===== config.mk =====
export PLATFORM = sky130hd
export DESIGN_NAME = printf_conversion_formatter
export DESIGN_NICKNAME = d
export VERILOG_FILES = /design/src/sv/pcf_pkg.sv /design/src/sv/pcf_dabble.sv /design/src/sv/pcf_out_stage.sv /design/src/sv/printf_conversion_formatter.sv
export SDC_FILE = /design/constraint.sdc
export NUM_CORES = 1
export LEC_CHECK = 0
export BUFFER_PORTS_ARGS = -buffer_cell sky130_fd_sc_hd__buf_2
export CAP_MARGIN = 20
export CELL_PAD_IN_SITES_DETAIL_PLACEMENT = 1
export CELL_PAD_IN_SITES_GLOBAL_PLACEMENT = 2
export CORE_UTILIZATION = 42
export CTS_CLUSTER_DIAMETER = 60
export CTS_CLUSTER_SIZE = 8
export DETAILED_ROUTE_END_ITERATION = 10
export GPL_TIMING_DRIVEN = 0
export PLACE_DENSITY = 0.95
export SYNTH_ARGS = -nofsm -noshare
export SYNTH_HDL_FRONTEND = slang
export SYNTH_SLANG_ARGS = --single-unit
export TNS_END_PERCENT = 10

===== constraint.sdc =====
create_clock -name clk_i -period 15.9 [get_ports clk_i]
set_input_delay 3.18 -clock clk_i [delete_from_list [all_inputs] [get_ports clk_i]]
set_output_delay 3.18 -clock clk_i [all_outputs]
set_load 0.02 [all_outputs]

===== src/sv/pcf_pkg.sv =====
// shared types, constants and helpers for the printf conversion formatter
`timescale 1ns / 1ps
package pcf_pkg;

  // conversion kinds
  localparam logic [2:0] KIND_SDEC    = 3'd0;
  localparam logic [2:0] KIND_UDEC    = 3'd1;
  localparam logic [2:0] KIND_HEX_LO  = 3'd2;
  localparam logic [2:0] KIND_HEX_UP  = 3'd3;
  localparam logic [2:0] KIND_PTR     = 3'd4;
  localparam logic [2:0] KIND_CHAR    = 3'd5;
  localparam logic [2:0] KIND_PERCENT = 3'd6;
  localparam logic [2:0] KIND_UNKNOWN = 3'd7;

  // digit register geometry
  localparam int unsigned VALUE_W    = 64;
  localparam int unsigned NUM_DIG    = 20;
  localparam int unsigned DIG_W      = NUM_DIG * 4;
  localparam int unsigned HEX_DIG    = VALUE_W / 4;
  localparam int unsigned BITS_STEP  = 4;
  localparam int unsigned CONV_STEPS = VALUE_W / BITS_STEP;

  // ascii characters
  localparam logic [7:0] CH_ZERO    = 8'h30;
  localparam logic [7:0] CH_X       = 8'h78;
  localparam logic [7:0] CH_MINUS   = 8'h2d;
  localparam logic [7:0] CH_PERCENT = 8'h25;
  localparam logic [7:0] CH_L       = 8'h6c;
  localparam logic [7:0] CH_UP_OFS  = 8'h37;
  localparam logic [7:0] CH_LO_OFS  = 8'h57;

  typedef struct packed {
    logic [2:0]  kind;
    logic        is_long;
    logic [63:0] value;
    logic [7:0]  symbol;
  } pcf_in_t;

  typedef struct packed {
    logic [7:0] text_char;
    logic       last;
  } pcf_out_t;

  // one digit 0..15 to ascii, letters in the chosen case
  function automatic logic [7:0] digit_char(logic [3:0] d, logic upper);
    logic [7:0] ch;
    if (d < 4'd10) begin
      ch = CH_ZERO + {4'b0, d};
    end else if (upper) begin
      ch = CH_UP_OFS + {4'b0, d};
    end else begin
      ch = CH_LO_OFS + {4'b0, d};
    end
    return ch;
  endfunction

endpackage


===== src/sv/pcf_dabble.sv =====
// shared shift-and-add-3 unit: four binary bits into the bcd register per cycle
`timescale 1ns / 1ps
module pcf_dabble (
  input  logic [pcf_pkg::DIG_W-1:0]     bcd_i,
  input  logic [pcf_pkg::BITS_STEP-1:0] bits_i,
  output logic [pcf_pkg::DIG_W-1:0]     bcd_o
);
  import pcf_pkg::*;

  logic [DIG_W-1:0] bcd_v;

  always_comb begin
    bcd_v = bcd_i;
    for (int s = 0; s < BITS_STEP; s++) begin
      for (int d = 0; d < NUM_DIG; d++) begin
        if (bcd_v[d*4 +: 4] >= 4'd5) begin
          bcd_v[d*4 +: 4] = bcd_v[d*4 +: 4] + 4'd3;
        end
      end
      // msb first
      bcd_v = {bcd_v[DIG_W-2:0], bits_i[BITS_STEP-1-s]};
    end
    bcd_o = bcd_v;
  end

endmodule


===== src/sv/pcf_out_stage.sv =====
// output register that holds one word while the receiver stalls
`timescale 1ns / 1ps
module pcf_out_stage (
  input  logic              clk_i,
  input  logic              rst_ni,
  input  logic              valid_i,
  input  pcf_pkg::pcf_out_t word_i,
  output logic              ready_o,
  output logic              out_valid_o,
  input  logic              out_stall_i,
  output pcf_pkg::pcf_out_t out_o
);
  import pcf_pkg::*;

  logic     valid_q;
  pcf_out_t word_q;

  assign ready_o     = !valid_q || !out_stall_i;
  assign out_valid_o = valid_q;
  assign out_o       = word_q;

  always_ff @(posedge clk_i or negedge rst_ni) begin
    if (!rst_ni) begin
      valid_q <= 1'b0;
    end else if (ready_o) begin
      valid_q <= valid_i;
    end
  end

  always_ff @(posedge clk_i) begin
    if (ready_o && valid_i) begin
      word_q <= word_i;
    end
  end

endmodule


===== src/sv/printf_conversion_formatter.sv =====
// top level of the printf conversion formatter: sequencer, digit store and output
`timescale 1ns / 1ps
// Formats one conversion request per word into ASCII text, one character
// per output word, most significant digit first, with last set on the final
// character. The block takes one request at a time and stalls its input until
// the last character has been handed to the output register. Decimal kinds run
// the value through one shared shift-and-add-3 unit, four bits per cycle; then
// the 20-digit register is scanned one digit per cycle while the output does
// not stall, leading zeros being skipped without output. A negative signed
// value is preceded by a minus sign. Hex and pointer kinds skip the conversion
// and scan 16 nibbles, pointers after a 0x prefix. Char, percent and unknown
// directive kinds send one to three literal characters. Stalls on the output
// hold the sequencer until the stalled character is taken.
module printf_conversion_formatter (
  input  logic             clk_i,
  input  logic             rst_ni,
  input  logic             in_valid_i,
  output logic             in_stall_o,
  input  pcf_pkg::pcf_in_t in_i,
  output logic             out_valid_o,
  input  logic             out_stall_i,
  output pcf_pkg::pcf_out_t out_o
);
  import pcf_pkg::*;

  // sequencer states
  localparam logic [1:0] S_IDLE = 2'd0;
  localparam logic [1:0] S_CONV = 2'd1;
  localparam logic [1:0] S_EMIT = 2'd2;

  logic [1:0]         state_q, state_d;
  logic [23:0]        lit_q, lit_d;          // up to three literal chars, top first
  logic [1:0]         lit_cnt_q, lit_cnt_d;
  logic               has_num_q, has_num_d;  // digits follow the literals
  logic               upper_q, upper_d;
  logic               started_q, started_d;  // first significant digit seen
  logic [DIG_W-1:0]   dig_q, dig_d;          // bcd or hex digits, top digit first
  logic [VALUE_W-1:0] sh_q, sh_d;            // binary bits still to convert
  logic [3:0]         cnt_q, cnt_d;          // conversion steps left after the current one
  logic [4:0]         rem_q, rem_d;          // digit slots left

  logic               in_fire;
  logic [VALUE_W-1:0] sext_v;
  logic [VALUE_W-1:0] zext_v;
  logic [VALUE_W-1:0] mag_v;
  logic               neg_v;
  logic [DIG_W-1:0]   dabble_out;

  logic               emit_valid;
  logic               emit_ready;
  logic               emit_fire;
  pcf_out_t           emit_word;
  logic [3:0]         top_dig;
  logic               skip_zero;

  assign in_stall_o = (state_q != S_IDLE);
  assign in_fire    = in_valid_i && (state_q == S_IDLE);

  // operand preparation
  assign sext_v = in_i.is_long ? in_i.value : {{32{in_i.value[31]}}, in_i.value[31:0]};
  assign zext_v = in_i.is_long ? in_i.value : {32'b0, in_i.value[31:0]};
  assign neg_v  = (in_i.kind == KIND_SDEC) && sext_v[VALUE_W-1];

  always_comb begin
    case (in_i.kind)
      KIND_SDEC: mag_v = neg_v ? (~sext_v + 64'd1) : sext_v;
      KIND_PTR:  mag_v = in_i.value;
      default:   mag_v = zext_v;
    endcase
  end

  pcf_dabble u_dabble (
    .bcd_i  (dig_q),
    .bits_i (sh_q[VALUE_W-1 -: BITS_STEP]),
    .bcd_o  (dabble_out)
  );

  // character selection for the current slot
  assign top_dig   = dig_q[DIG_W-1 -: 4];
  assign skip_zero = (state_q == S_EMIT) && (lit_cnt_q == 2'd0) && has_num_q &&
                     !started_q && (top_dig == 4'd0) && (rem_q != 5'd1);

  always_comb begin
    emit_valid = 1'b0;
    emit_word  = '0;
    if (state_q == S_EMIT) begin
      if (lit_cnt_q != 2'd0) begin
        emit_valid          = 1'b1;
        emit_word.text_char = lit_q[23:16];
        emit_word.last      = (lit_cnt_q == 2'd1) && !has_num_q;
      end else if (!skip_zero) begin
        emit_valid          = 1'b1;
        emit_word.text_char = digit_char(top_dig, upper_q);
        emit_word.last      = (rem_q == 5'd1);
      end
    end
  end

  assign emit_fire = emit_valid && emit_ready;

  always_comb begin
    state_d   = state_q;
    lit_d     = lit_q;
    lit_cnt_d = lit_cnt_q;
    has_num_d = has_num_q;
    upper_d   = upper_q;
    started_d = started_q;
    dig_d     = dig_q;
    sh_d      = sh_q;
    cnt_d     = cnt_q;
    rem_d     = rem_q;
    case (state_q)
      S_IDLE: begin
        if (in_fire) begin
          started_d = 1'b0;
          upper_d   = (in_i.kind == KIND_HEX_UP);
          has_num_d = (in_i.kind inside {[KIND_SDEC:KIND_PTR]});
          lit_d     = '0;
          lit_cnt_d = 2'd0;
          case (in_i.kind)
            KIND_SDEC: begin
              if (neg_v) begin
                lit_d     = {CH_MINUS, 16'h0};
                lit_cnt_d = 2'd1;
              end
            end
            KIND_PTR: begin
              lit_d     = {CH_ZERO, CH_X, 8'h0};
              lit_cnt_d = 2'd2;
            end
            KIND_CHAR: begin
              lit_d     = {in_i.symbol, 16'h0};
              lit_cnt_d = 2'd1;
            end
            KIND_PERCENT: begin
              lit_d     = {CH_PERCENT, 16'h0};
              lit_cnt_d = 2'd1;
            end
            KIND_UNKNOWN: begin
              lit_d     = {CH_PERCENT, 16'h0};
              lit_cnt_d = 2'd1;
              if (in_i.is_long) begin
                lit_d[15:8] = CH_L;
                lit_cnt_d   = 2'd2;
                if (in_i.symbol != 8'd0) begin
                  lit_d[7:0] = in_i.symbol;
                  lit_cnt_d  = 2'd3;
                end
              end else if (in_i.symbol != 8'd0) begin
                lit_d[15:8] = in_i.symbol;
                lit_cnt_d   = 2'd2;
              end
            end
            default: ;
          endcase
          if (in_i.kind inside {KIND_SDEC, KIND_UDEC}) begin
            // binary to bcd first
            sh_d    = mag_v;
            dig_d   = '0;
            cnt_d   = 4'(CONV_STEPS - 1);
            state_d = S_CONV;
          end else begin
            dig_d   = {mag_v, {(DIG_W-VALUE_W){1'b0}}};
            rem_d   = 5'(HEX_DIG);
            state_d = S_EMIT;
          end
        end
      end
      S_CONV: begin
        dig_d = dabble_out;
        sh_d  = {sh_q[VALUE_W-BITS_STEP-1:0], {BITS_STEP{1'b0}}};
        cnt_d = cnt_q - 4'd1;
        if (cnt_q == 4'd0) begin
          rem_d   = 5'(NUM_DIG);
          state_d = S_EMIT;
        end
      end
      S_EMIT: begin
        if (lit_cnt_q != 2'd0) begin
          if (emit_fire) begin
            lit_d     = {lit_q[15:0], 8'h0};
            lit_cnt_d = lit_cnt_q - 2'd1;
            if (emit_word.last) begin
              state_d = S_IDLE;
            end
          end
        end else if (skip_zero || emit_fire) begin
          dig_d = {dig_q[DIG_W-5:0], 4'h0};
          rem_d = rem_q - 5'd1;
          if (emit_fire) begin
            started_d = 1'b1;
            if (emit_word.last) begin
              state_d = S_IDLE;
            end
          end
        end
      end
      default: state_d = S_IDLE;
    endcase
  end

  always_ff @(posedge clk_i or negedge rst_ni) begin
    if (!rst_ni) begin
      state_q   <= S_IDLE;
      lit_cnt_q <= 2'd0;
      has_num_q <= 1'b0;
      upper_q   <= 1'b0;
      started_q <= 1'b0;
      cnt_q     <= 4'd0;
      rem_q     <= 5'd0;
    end else begin
      state_q   <= state_d;
      lit_cnt_q <= lit_cnt_d;
      has_num_q <= has_num_d;
      upper_q   <= upper_d;
      started_q <= started_d;
      cnt_q     <= cnt_d;
      rem_q     <= rem_d;
    end
  end

  // payload registers
  always_ff @(posedge clk_i) begin
    lit_q <= lit_d;
    dig_q <= dig_d;
    sh_q  <= sh_d;
  end

  pcf_out_stage u_out (
    .clk_i       (clk_i),
    .rst_ni      (rst_ni),
    .valid_i     (emit_valid),
    .word_i      (emit_word),
    .ready_o     (emit_ready),
    .out_valid_o (out_valid_o),
    .out_stall_i (out_stall_i),
    .out_o       (out_o)
  );

  // a taken request holds the input off while it is worked on
  a_busy_after_accept: assert property (@(posedge clk_i) disable iff (!rst_ni)
    in_fire |=> in_stall_o)
    else $error("input not stalled after accepting a request");

  // the final character returns the sequencer to idle
  a_last_ends_item: assert property (@(posedge clk_i) disable iff (!rst_ni)
    (emit_fire && emit_word.last) |=> (state_q == S_IDLE))
    else $error("sequencer busy after the final character");

  // once literals are gone, digits must remain
  a_digits_left: assert property (@(posedge clk_i) disable iff (!rst_ni)
    ((state_q == S_EMIT) && (lit_cnt_q == 2'd0)) |-> (has_num_q && (rem_q != 5'd0)))
    else $error("emit state with nothing left to send");

  // nothing is produced while converting
  a_quiet_conv: assert property (@(posedge clk_i) disable iff (!rst_ni)
    (state_q == S_CONV) |-> !emit_valid)
    else $error("character produced during conversion");

endmodule

* Word-level counts from Yosys, hierarchy flattened
Index checks and enable logic that the tools add are counted.
Operators by class: add/sub/neg operators 87, magnitude comparators 83, equality and inequality tests 20, mux-type cells 140, bitwise gates (word level) 1, reduce and logical (&&, ||, !) cells 36
Operators with widths (count):
- greater-or-equal comparator 4 x 3 -> 1 bit (second input constant) | 80
- 2-to-1 mux 64 bit | 5
- 2-to-1 mux 80 bit | 4
- 2-to-1 mux 4 bit | 78
- adder 4 x 2 -> 4 bit (second input constant) | 76
- one-hot mux 64 bit (2 select lines) | 2
- one-hot mux 80 bit (3 select lines) | 1
- one-hot mux 24 bit (5 select lines) | 1
- 2-to-1 mux 24 bit | 3
- adder 64 x 1 -> 64 bit (second input constant) | 1
- NOT 64 bit | 1
- one-hot mux 24 bit (2 select lines) | 1
- 2-to-1 mux 8 bit | 5
- 2-to-1 mux 5 bit | 5
- 2-to-1 mux 2 bit | 12
- 2-to-1 mux 22 bit | 1
- 2-to-1 mux 9 bit | 2
- one-hot mux 5 bit (3 select lines) | 1
- adder 6 x 4 -> 7 bit (first input constant) | 2
- adder 3 x 2 -> 3 bit (second input constant) | 4
- equality test 3 bit (second input constant) | 4
- 2-to-1 mux 3 bit | 4
- logical AND 1 bit | 10
- 2-to-1 mux 1 bit | 10
- other kinds (35) | 54
Storage, ports and cells: register bits 194, output and inout bits 11, word-level logic and storage cells 380

* Logic depth before layout (Yosys ltp)
depth in word-level cells 14, mapped depth 19

* Cells and area by module
Synthesis repeated with hierarchy kept, for this count alone.
Second synthesis, totals: cells, all modules 2627, area, all modules 20567.2 um^2
By module, submodules not included:
- printf_conversion_formatter | instances 1, cells each 1117, area an instance 10946.7 um^2, seq. area each 5445.2 um^2
- pcf_dabble | instances 1, cells each 1497, area an instance 9302.7 um^2, seq. area each 0.0 um^2
- pcf_out_stage | instances 1, cells each 13, area an instance 317.8 um^2, seq. area each 295.3 um^2

* Least setup slack after synthesis
No wires, ideal clock.
kind input-to-reg, start point input out_stall_i, end point register dig_q[0], enable pin, library setup time 0.519 ns, arrival 6.823 ns, required time 15.381 ns, path slack 8.558 ns, stages 3, buffers on the path 0, path through a31oi_1 -> nand2_1 -> nor2_1
Between the ends: longest elaborated chain between the ends 6
RTL lines:
- start: declaration | line printf_conversion_formatter.sv:21 | input logic out_stall_i,
- zero test 1 bit | line pcf_out_stage.sv:18 | assign ready_o = !valid_q || !out_stall_i;
- logical OR 1 bit | line pcf_out_stage.sv:18
- logical AND 1 bit | line printf_conversion_formatter.sv:99 | assign emit_fire = emit_valid && emit_ready;
- logical OR 1 bit | line printf_conversion_formatter.sv:187 | end else if (skip_zero || emit_fire) begin
- inequality test 2 x 1 -> 1 bit (no line)
- AND reduction 4 bit (no line)
- end signal: assignment | line printf_conversion_formatter.sv:225 | dig_q <= dig_d;
- end: declaration | line printf_conversion_formatter.sv:37 | logic [DIG_W-1:0] dig_q, dig_d;
No other way between the ends. A chain may end at the register's enable or synchronous reset.

* Worst setup path after layout
start point input in_i[8] (netlist bit), end point register sh_q[62] (data pin)
Between the ends: longest elaborated chain between the ends 8
RTL lines:
- start: declaration | line printf_conversion_formatter.sv:19 | input pcf_pkg::pcf_in_t in_i,
- 2-to-1 mux 64 bit | line printf_conversion_formatter.sv:60 | assign sext_v = in_i.is_long ? in_i.value : {{32{in_i.value[31]}}, in_i.value[31:0]};
- NOT 64 bit | line printf_conversion_formatter.sv:66 | KIND_SDEC: mag_v = neg_v ? (~sext_v + 64'd1) : sext_v;
- adder 64 x 1 -> 64 bit | line printf_conversion_formatter.sv:66
- 2-to-1 mux 64 bit | line printf_conversion_formatter.sv:66
- one-hot mux 64 bit (2 select lines) | line printf_conversion_formatter.sv:65 | case (in_i.kind)
- 2-to-1 mux 64 bit | line printf_conversion_formatter.sv:156 | if (in_i.kind inside {KIND_SDEC, KIND_UDEC}) begin
- 2-to-1 mux 64 bit | line printf_conversion_formatter.sv:114 | if (in_fire) begin
- one-hot mux 64 bit (2 select lines) | line printf_conversion_formatter.sv:112 | case (state_q)
- via sh_d[62] | line printf_conversion_formatter.sv:38 | logic [VALUE_W-1:0] sh_q, sh_d;
- end signal: assignment | line printf_conversion_formatter.sv:226 | sh_q <= sh_d;
- end: declaration | line printf_conversion_formatter.sv:38
The timed path passes the listed nets, and every way through them passes these cells. The select of a mux whose other input is x is not followed.

==> flow_metrics.env <==
export IMPL_status="finished clean"
export IMPL_nNetsFinal=2537
export IMPL_synth_cell_types=83
export IMPL_routed_wl_mm=69.2
export IMPL_vias=18751
export IMPL_routed_top_layer="met5"
export IMPL_cts_resized=0
export IMPL_syn_nets=2424
export IMPL_routed_wl_met3_mm=4.45
export IMPL_grt_max_degree=71
export IMPL_yosys_area_share_adder_pct=6.88
export IMPL_postCtsHoldBufs=0
export IMPL_synth_warnings=0
export IMPL_cts_inserted_buffers=17
export IMPL_min_period_ns=6.84
export IMPL_timing_rr_end="dig_q[25]"
export IMPL_clk_latency_ns=0.47
export IMPL_hold_viol_final=0
export IMPL_fp_dieArea_sq_um=45400
export IMPL_setup_slack_ns=9.06
export IMPL_final_period_utilization_pct=43.0
export IMPL_wl_per_cell_um=23.4
export IMPL_fin_setup_tns_ns=0
export IMPL_antenna_found_initial=5
export IMPL_vias_per_cell=6.35
export IMPL_drt_first_iter_violations=1430
export IMPL_synth_flop_cell="edfxtp_1"
export IMPL_syn_avg_cell_area_sq_um=8.34
export IMPL_cts_tree="built"
export IMPL_r2r_setup_slack_ns=11.26
export IMPL_dr_pass1_iters=5
export IMPL_die_height_um=213
export IMPL_synth_top_family_by_area="compound AO/OA/AOI/OAI gates"
export IMPL_gp_routability_congestion=0.958
export IMPL_num_rows=76
export IMPL_r2r_start="dig_q[20]"
export IMPL_pre_cts_ws_ns=8.89
export IMPL_wl_met1_mm=28.5
export IMPL_slew_viol_final=0
export IMPL_first_global_vias=19103
export IMPL_critPathLaunch="in_i[8]"
export IMPL_cp_endpoint="sh_q[62]"
export IMPL_max_freq_ghz=0.146
export IMPL_area_growth_pct=10.2
export IMPL_synth_seq_cells=194
export IMPL_start_util_pct=43.0
export IMPL_overflow=0
export IMPL_worstPathArrival_ns=7.05
export IMPL_fill_cells=5282
export IMPL_portBuffers=88
export IMPL_final_common_cell="o21ai_0"
export IMPL_hold_slack_ns=0.486
export IMPL_tightest_slew_ns=1.21
export IMPL_clk_pin_slew_worst_paths_ns=0.08
export IMPL_cp_required_ns=16.11
export IMPL_end_kind="register"
export IMPL_root_buffer="clkbuf_16"
export IMPL_setup_violations=0
export IMPL_fin_skew_ns=0.0162
export IMPL_worstRegToRegCells=17
export IMPL_synthXorXnorAreaFrac_pct=5.66
export IMPL_critical_path_max_fanout=7
export IMPL_cts_htree_levels=4
export IMPL_max_cap_violations=0
export IMPL_synthCells=2242
export IMPL_critPathKind="in -> reg"
export IMPL_muxShareOfSynthArea_pct=6.47
export IMPL_hpwlAfterDp_mm=52.2
export IMPL_grt_usage_pct=30.8
export IMPL_post_cts_buffers=0
export IMPL_drive_gt1_share_pct=9.84
export IMPL_die_w_um=213
export IMPL_multi_input_area_sq_um=12100
export IMPL_final_cell_mix="o21ai_0 (232), a21oi_1 (194), edfxtp_1 (177)"
export IMPL_rsz0062_at_grt="false"
export IMPL_io_pin_count=91
export IMPL_start_kind="input port"
export IMPL_postSynth_asyncResetShare_pct=8.76
export IMPL_synth_simple_area_share_pct=17.2
export IMPL_synth_edf_count=177
export IMPL_relSlewSlack_pct=19.4
export IMPL_clk_path_buf_depth=2
export IMPL_grt_pass1_wl_mm=107
export IMPL_layout_area_seq_sq_um=5740
export IMPL_seq_area_frac_synth_pct=30.7
export IMPL_drcViolationCount=0
export IMPL_synth_compound_area_share_pct=28.5
export IMPL_cts_sinks=194
export IMPL_met2_length_mm=33.1
export IMPL_ant_nets=0
export IMPL_hp_class="reg -> reg"
export IMPL_syn_area_sq_um=18700
export IMPL_core_area_sq_um=43500
[worst min-delay path by stage]
stage                          end  slack [ns]     start  cells past startpoint
after floorplan           rem_q[1]        0.45  rem_q[1]                      2
after global placement    rem_q[1]        0.46  rem_q[1]                      2
after detailed placement  rem_q[1]        0.48  rem_q[1]                      2
after CTS                 rem_q[1]        0.49  rem_q[1]                      2
after global routing      rem_q[1]        0.53  rem_q[1]                      2
final                     rem_q[1]        0.49  rem_q[1]                      2
[cell usage after synthesis (13+ instances only)]
cell / instances / share of area, %
nor2b_1: 25 / 0.84
a221oi_1: 13 / 0.61
o31ai_1: 27 / 1.1
mux2_2: 61 / 3.7
nand2_1: 168 / 3.4
mux2i_1: 51 / 2.7
inv_1: 147 / 3.0
ha_1: 102 / 6.8
a21oi_1: 194 / 5.2
xnor2_1: 84 / 3.9
a22oi_1: 46 / 1.8
o22ai_1: 14 / 0.47
nor3b_1: 37 / 1.5
a211oi_1: 31 / 1.2
nor2_1: 177 / 3.6
xor2_1: 35 / 1.6
o21a_1: 20 / 0.80
o21ai_0: 232 / 6.2
nor3_1: 49 / 1.3
edfxtp_1: 177 / 28
nand3_1: 44 / 1.2
a31oi_1: 54 / 1.8
and2_1: 23 / 0.77
o211ai_1: 19 / 0.76
clkbuf_1: 69 / 1.4
nor4_1: 19 / 0.64
dfrtp_1: 17 / 2.3
a21o_1: 22 / 0.88
nand2b_1: 39 / 1.3
a21boi_0: 13 / 0.52
or3_1: 15 / 0.50
o21bai_1: 18 / 0.72
and3_1: 15 / 0.50
[flip-flops by register name (all words and copies together), names as in the netlist]
name,cells
upper_q,1
sh_q,64
has_num_q,1
u_out.out_valid_o,1
u_out.out_o,9
rem_q,5
dig_q,80
cnt_q,4
started_q,1
state_q,2
lit_q,24
lit_cnt_q,2
[logic make-up (layout without fill, tap and decap cells)]
kind of cell | Yosys count | after routing
mux | 113 | 113
compound gates | 833 | 833
other cells | 0 | 2
buf+inv | 226 | 352
simple gates | 653 | 653
fa+ha+maj | 103 | 103
xor+xnor | 120 | 120
flops | 194 | 194
[area by class of cell]
type | instances | area share (%)
Antenna cell | 2 | 0.0243
Buffer | 77 | 1.42
Clock buffer | 18 | 2.13
Clock inverter | 14 | 0.930
Inverter | 149 | 2.72
Multi-Input combinational cell | 1822 | 58.8
Sequential cell | 194 | 27.9
Tap cell | 585 | 3.55
Timing Repair Buffer | 94 | 2.52
[routing by layer]
layer	up-vias	GRT usage (%)
met5	-	0
met4	6	13.8
met3	160	4.97
met2	603	53.0
met1	9313	37.6
li1	8669	-
[through the flow]
stage	instances	utilization, %	cell area [sq um]
final	2955	47.4	20600
after floorplan	2242	-	18700
after global placement	2915	45.7	19900
after CTS	2952	47.4	20600
after global routing	2954	47.4	20600
after detailed placement	2920	45.9	19900
[worst max-delay path: stages]
cell     delay (ns)
buf_2          0.14
inv_1          0.09
ha_1           0.20
nor3b_1        0.48
nand3_1        0.41
nor4_2         0.77
and2_1         0.33
and2_1         0.29
nand2_1        0.08
o31ai_1        0.28
xnor2_1        0.19
a21oi_1        0.11
o31ai_1        0.49
Power is not shown: default switching activity piles up to over one toggle a cycle in this logic, so the estimate is an artifact.
